File: src/hdl/fisbk_pkg.sv
`default_nettype none

package fisbk_pkg;

   localparam int CAPACITY = 32;
   localparam int COUNT_WIDTH = $clog2(CAPACITY + 1);
   localparam int TOTAL_WIDTH = 6;

   typedef struct packed {
      logic [4:0]  entity_index;
      logic [15:0] pos_x;
      logic [15:0] pos_y;
      logic [15:0] pos_z;
      logic [31:0] depth_tag;
   } entry_type;

   typedef struct packed {
      logic insert;
      logic shift;
   } cell_ctrl_type;

   typedef enum logic [0:0] {
      ST_LOAD,
      ST_DRAIN
   } state_type;

   function automatic logic [TOTAL_WIDTH-1:0] to_total(input logic [COUNT_WIDTH-1:0] count);
      logic [TOTAL_WIDTH+COUNT_WIDTH-1:0] ext;
      ext = (TOTAL_WIDTH + COUNT_WIDTH)'(count);
      return ext[TOTAL_WIDTH-1:0];
   endfunction

endpackage

`default_nettype wire

File: src/hdl/fisbk_cell.sv
`default_nettype none

module fisbk_cell (
   input  wire logic                    clock,
   input  wire logic                    reset,
   input  wire fisbk_pkg::cell_ctrl_type ctrl,
   input  wire fisbk_pkg::entry_type    new_entry,
   input  wire fisbk_pkg::entry_type    prev_entry,
   input  wire logic                    prev_ge,
   input  wire logic                    prev_valid,
   input  wire fisbk_pkg::entry_type    next_entry,
   input  wire logic                    next_valid,
   output fisbk_pkg::entry_type         entry,
   output logic                         valid,
   output logic                         ge
);

   fisbk_pkg::entry_type entry_ff;
   fisbk_pkg::entry_type entry_in;
   logic                 valid_ff;
   logic                 valid_in;

   assign ge    = valid_ff && (entry_ff.pos_y >= new_entry.pos_y);
   assign entry = entry_ff;
   assign valid = valid_ff;

   always_comb begin
      entry_in = entry_ff;
      valid_in = valid_ff;
      priority if (ctrl.shift) begin
         entry_in = next_entry;
         valid_in = next_valid;
      end else if (ctrl.insert) begin
         priority if (prev_ge) begin
            entry_in = prev_entry;
            valid_in = 1'b1;
         end else if (ge || (!valid_ff && prev_valid)) begin
            entry_in = new_entry;
            valid_in = 1'b1;
         end else begin
            entry_in = entry_ff;
            valid_in = valid_ff;
         end
      end else begin
         entry_in = entry_ff;
         valid_in = valid_ff;
      end
   end

   always_ff @(posedge clock) begin
      entry_ff <= entry_in;
      if (reset) begin
         valid_ff <= 1'b0;
      end else begin
         valid_ff <= valid_in;
      end
   end

endmodule

`default_nettype wire

File: config.mk
export PLATFORM = sky130hd
export DESIGN_NAME = fisbk_cell
export DESIGN_NICKNAME = d
export VERILOG_FILES = /design/src/hdl/fisbk_pkg.sv /design/src/hdl/fisbk_cell.sv
export SDC_FILE = /design/constraint.sdc
export NUM_CORES = 1
export LEC_CHECK = 0
export BUFFER_PORTS_ARGS = -buffer_cell sky130_fd_sc_hd__buf_2
export CORE_AREA = 2 2 135 137
export DETAILED_ROUTE_END_ITERATION = 10
export DIE_AREA = 0 0 137 139
export SYNTH_ARGS = -nofsm -noshare
export SYNTH_HDL_FRONTEND = slang
export SYNTH_SLANG_ARGS = --single-unit
File: constraint.sdc
create_clock -name clock -period 9.63 [get_ports clock]
set_clock_uncertainty 0.15 [all_clocks]
set_input_delay 1.4445 -clock clock [delete_from_list [all_inputs] [get_ports clock]]
set_output_delay 1.4445 -clock clock [all_outputs]
set_load 0.02 [all_outputs]
Word-level counts from Yosys, hierarchy flattened
Cells that the tools add are included.
Word-level totals
  output and inout bits: 87
  bits in registers: 86
  word-level logic and storage cells: 22
  bits of input ports: 262
Operators by class
  multiplexer cells: 8
  order comparisons: 1
  reduce and logical (&&, ||, !) cells: 7
Operators by type and width (count)
  two-way mux 85 bit: 4
  >= comparator 16 bit: 1
  two-way mux 1 bit: 4
  nonzero test 3 bit: 1
  logical AND 1 bit: 2
  AND reduction 2 bit: 1
  nonzero test 2 bit: 1
  logical NOT 1 bit: 1
  logical OR 1 bit: 1

Longest topological paths before layout
  depth in word-level cells: 7
  mapped depth: 7

Worst setup path before layout
Ideal clock, no wire load.
  kind: input-to-reg
  start: input port new_entry[61] (netlist name)
  end: register entry_ff (netlist bit entry[0]) (enable)
  path slack: 4864 ps
  stages: 7
  setup time: 450 ps
  arrival time: 4165 ps
  required time: 9030 ps
  path buffers: 0
  cell sequence: inv_1 -> ha_1 -> nand4_1 -> nor2_1 -> nand3b_1 -> nand4_1 -> o22a_1
On the way
  word-level cells in the longest chain between the ends: 5
RTL lines
  start: declaration: line fisbk_cell.sv:7  | input wire fisbk_pkg::entry_type new_entry,
  >= comparator 16 bit: line fisbk_cell.sv:23  | assign ge = valid_ff && (entry_ff.pos_y >= new_entry.pos_y);
  logical AND 1 bit: line fisbk_cell.sv:23
  logical OR 1 bit: line fisbk_cell.sv:37  | end else if (ge || (!valid_ff && prev_valid)) begin
  nonzero test 3 bit (no source line)
  AND reduction 2 bit (no source line)
  end signal: assignment: line fisbk_cell.sv:51  | entry_ff <= entry_in;
  end: declaration: line fisbk_cell.sv:18  | fisbk_pkg::entry_type entry_ff;
Every way passes these cells.
A chain may end at the register's enable or synchronous reset.

Final worst setup path
  start: input port new_entry[48] (netlist name)
  end: output port ge
On the way
  word-level cells in the longest chain between the ends: 2
RTL lines
  >= comparator 16 bit: line fisbk_cell.sv:23
  logical AND 1 bit: line fisbk_cell.sv:23
  end: declaration: line fisbk_cell.sv:15  | output logic ge
Every way passes these cells.

==> results.json <==
{
  "mostFrequentLayoutCell": "buf_2",
  "fmax_mhz": 214,
  "drt_iter0_markers": 84,
  "start_kind": "primary input",
  "internal_power_mw": 0.766,
  "grt_start_max_net_pins": 94,
  "max-slew-margin-rel_pct": 47.2,
  "postRouteAntennaNets": 0,
  "worstSetupPathType": "in2out",
  "rows": 49,
  "ys_warn_count": 0,
  "net-switching-power_mw": 0.300,
  "fin_crit_ps": 4670,
  "coreArea_sq_um": 17700,
  "antenna_found_initial": 1,
  "cts_root_buffer": "clkbuf_16",
  "irDropWorstVdd_mv": 0.0910,
  "synth_xor_area_share_pct": 0,
  "p_seq_share_pct": 44.5,
  "status": "finished, final reports clean",
  "swShare_pct": 28.2,
  "dp.final_hpwl_um": 11400,
  "grt_pass1_vias": 4233,
  "crit_arrival_ps": 3070,
  "synthAdderAreaFrac_pct": 4.19,
  "power_mw": 1.07,
  "cap_violations": 0,
  "synth_area_per_cell_sq_um": 11.0,
  "routed_wl_um": 14400,
  "pwr-share-clk_pct": 32.1,
  "syn_to_final_growth_pct": 46.6,
  "die_area_sq_um": 19000,
  "tightest_slew_ps": 793,
  "die_y_um": 139,
  "htreeDepth": 3,
  "fin_crit_sh_pct": 48.5,
  "chipWidth_um": 137,
  "ys_seq_area_share_pct": 53.9,
  "route.detailed.drc": 0,
  "synth_top_family_by_area": "multiplexers",
  "drive_gt1_share_pct": 47.5,
  "grt_pass1_wl_um": 21400,
  "portBuffers": 348,
  "path_clk_slew_ps": 60,
  "overflow": 0,
  "whs_ps": 425,
  "yosys.area_share.simple_pct": 8.46,
  "drtPass1Iterations": 4,
  "crit_required_ps": 8040,
  "worstPathMaxFanout": 2,
  "syn_inst": 435,
  "tritoncts": "built",
  "power_leakage_nw": 3.49,
  "rsz0062_at_grt": "false",
  "p_comb_share_pct": 23.4,
  "io_pins": 349,
  "synth.area.mux_share_pct": 17.8,
  "synth.distinct_cells": 25,
  "cts_resized": 0,
  "synth-seq-cells": 86,
  "final_hold_viol_count": 0,
  "post_cts_buffers": 0,
  "final_cell_mix": "buf_2, nand2_1, mux2i_1, edfxtp_1, o21ai_0",
  "p_per_area_nw_per_um2": 152,
  "gp_congestion": 0.771,
  "cts_sinks": 86,
  "setup_viol": 0,
  "start_util_pct": 27.0,
  "grtUsageTotal_pct": 14.7,
  "vias_per_cell": 4.28,
  "finalMaxSlewViolations": 0,
  "finalNetCount": 1046,
  "endpoint_kind": "primary output",
  "synth_compound_area_share_pct": 11.3,
  "worstSkewPairLatency_ps": 330,
  "hold_buffers": 0,
  "setup_tns_ps": 0,
  "numCtsBuffers": 9,
  "min_path_type": "reg2reg",
  "vias": 4288,
  "wire_per_inst_um": 14.3,
  "syn_area_sq_um": 4770,
  "clockBufferDepth": 2,
  "syn-num-nets": 713
}
==> flip-flops by register name, indices dropped and copies added, names as in the netlist <==
signal / count
entry: 85
valid: 1
==> stage by stage <==
step                      setup WS (ps)  util (%)  instances  instance area (sq um)
after floorplan                    4860         -        435                   4770
after global placement             4950      38.0        986                   6710
after detailed placement           4930      38.0        986                   6710
after CTS                          4930      39.6       1002                   7000
after global routing               4870      39.6       1003                   7000
final                              4960      39.6       1003                   7000
==> path summary, 6_finish.rpt <==
path | startpoint | endpoint | slack (ps) | cells after the start
worst max register to register | entry[61] | entry[61] | 6600 | 7
worst min register to register | valid | valid | 430 | 2
worst min-delay path | valid | valid | 430 | 2
worst max-delay path | new_entry[48] | ge | 4960 | 8
==> Yosys cell counts <==
library cell	n	area share, %
a41oi_1	1	0.18
ha_1	16	4.2
a221oi_1	1	0.18
inv_1	19	1.5
dfxtp_1	1	0.42
nand2b_4	1	0.29
edfxtp_1	85	53
buf_4	2	0.31
buf_2	8	0.84
nand4_1	4	0.52
a311oi_1	1	0.18
and2_1	1	0.13
nand2_1	87	6.8
nor2_1	5	0.39
o22a_1	1	0.18
a2111oi_4	1	0.58
mux2i_1	85	18
clkbuf_1	18	1.4
a21oi_1	5	0.52
buf_6	1	0.24
nand3b_1	1	0.16
o21ai_1	17	1.8
nor2b_1	1	0.13
o21ai_0	72	7.5
o31a_1	1	0.18
==> cell families (layout without fill, tap and decap cells) <==
group	Yosys count	in the layout
buffers and inverters	48	386
flip-flops	86	86
AO/OA/AOI/OAI	100	100
other	0	1
multiplexers	85	85
AND/OR/NAND/NOR	100	100
adder cells (fa/ha/maj)	16	16
==> critical path, cell delays in order <==
cell and delay [ps]:
buf_2 110, ha_1 280, nand2b_4 150, a2111oi_4 350
nand3b_1 150, nand4_1 210, and2_1 240, buf_2 160
==> layout make-up <==
class	instances	area (sq um)
diodes	1	2.50
clock buffers	10	229
clock inverters	6	62.6
fillers	1785	10700
inverters	19	71.3
multi-input cells	301	2010
flip-flops and latches	86	2570
well taps	229	287
repair buffers	351	1770
==> routing by layer <==
| layer | global-route usage [%] | share of wire (%) |
|---|---|---|
| met1 | 16.4 | 39 |
| met2 | 26.1 | 51 |
| met3 | 5.01 | 8.5 |
| met4 | 4.29 | 1.4 |
| met5 | 0 | 0 |
==> power groups by stage <==
stage	Sequential [mW]	Clock, mW	Combinational (mW)
final	0.474	0.342	0.249
after global routing	0.478	0.371	0.275
after CTS	0.475	0.356	0.254
after detailed placement	0.483	0	0.254
after global placement	0.481	0	0.252
after floorplan	0.537	0	0.0849
(Power assumes the default switching activity.)
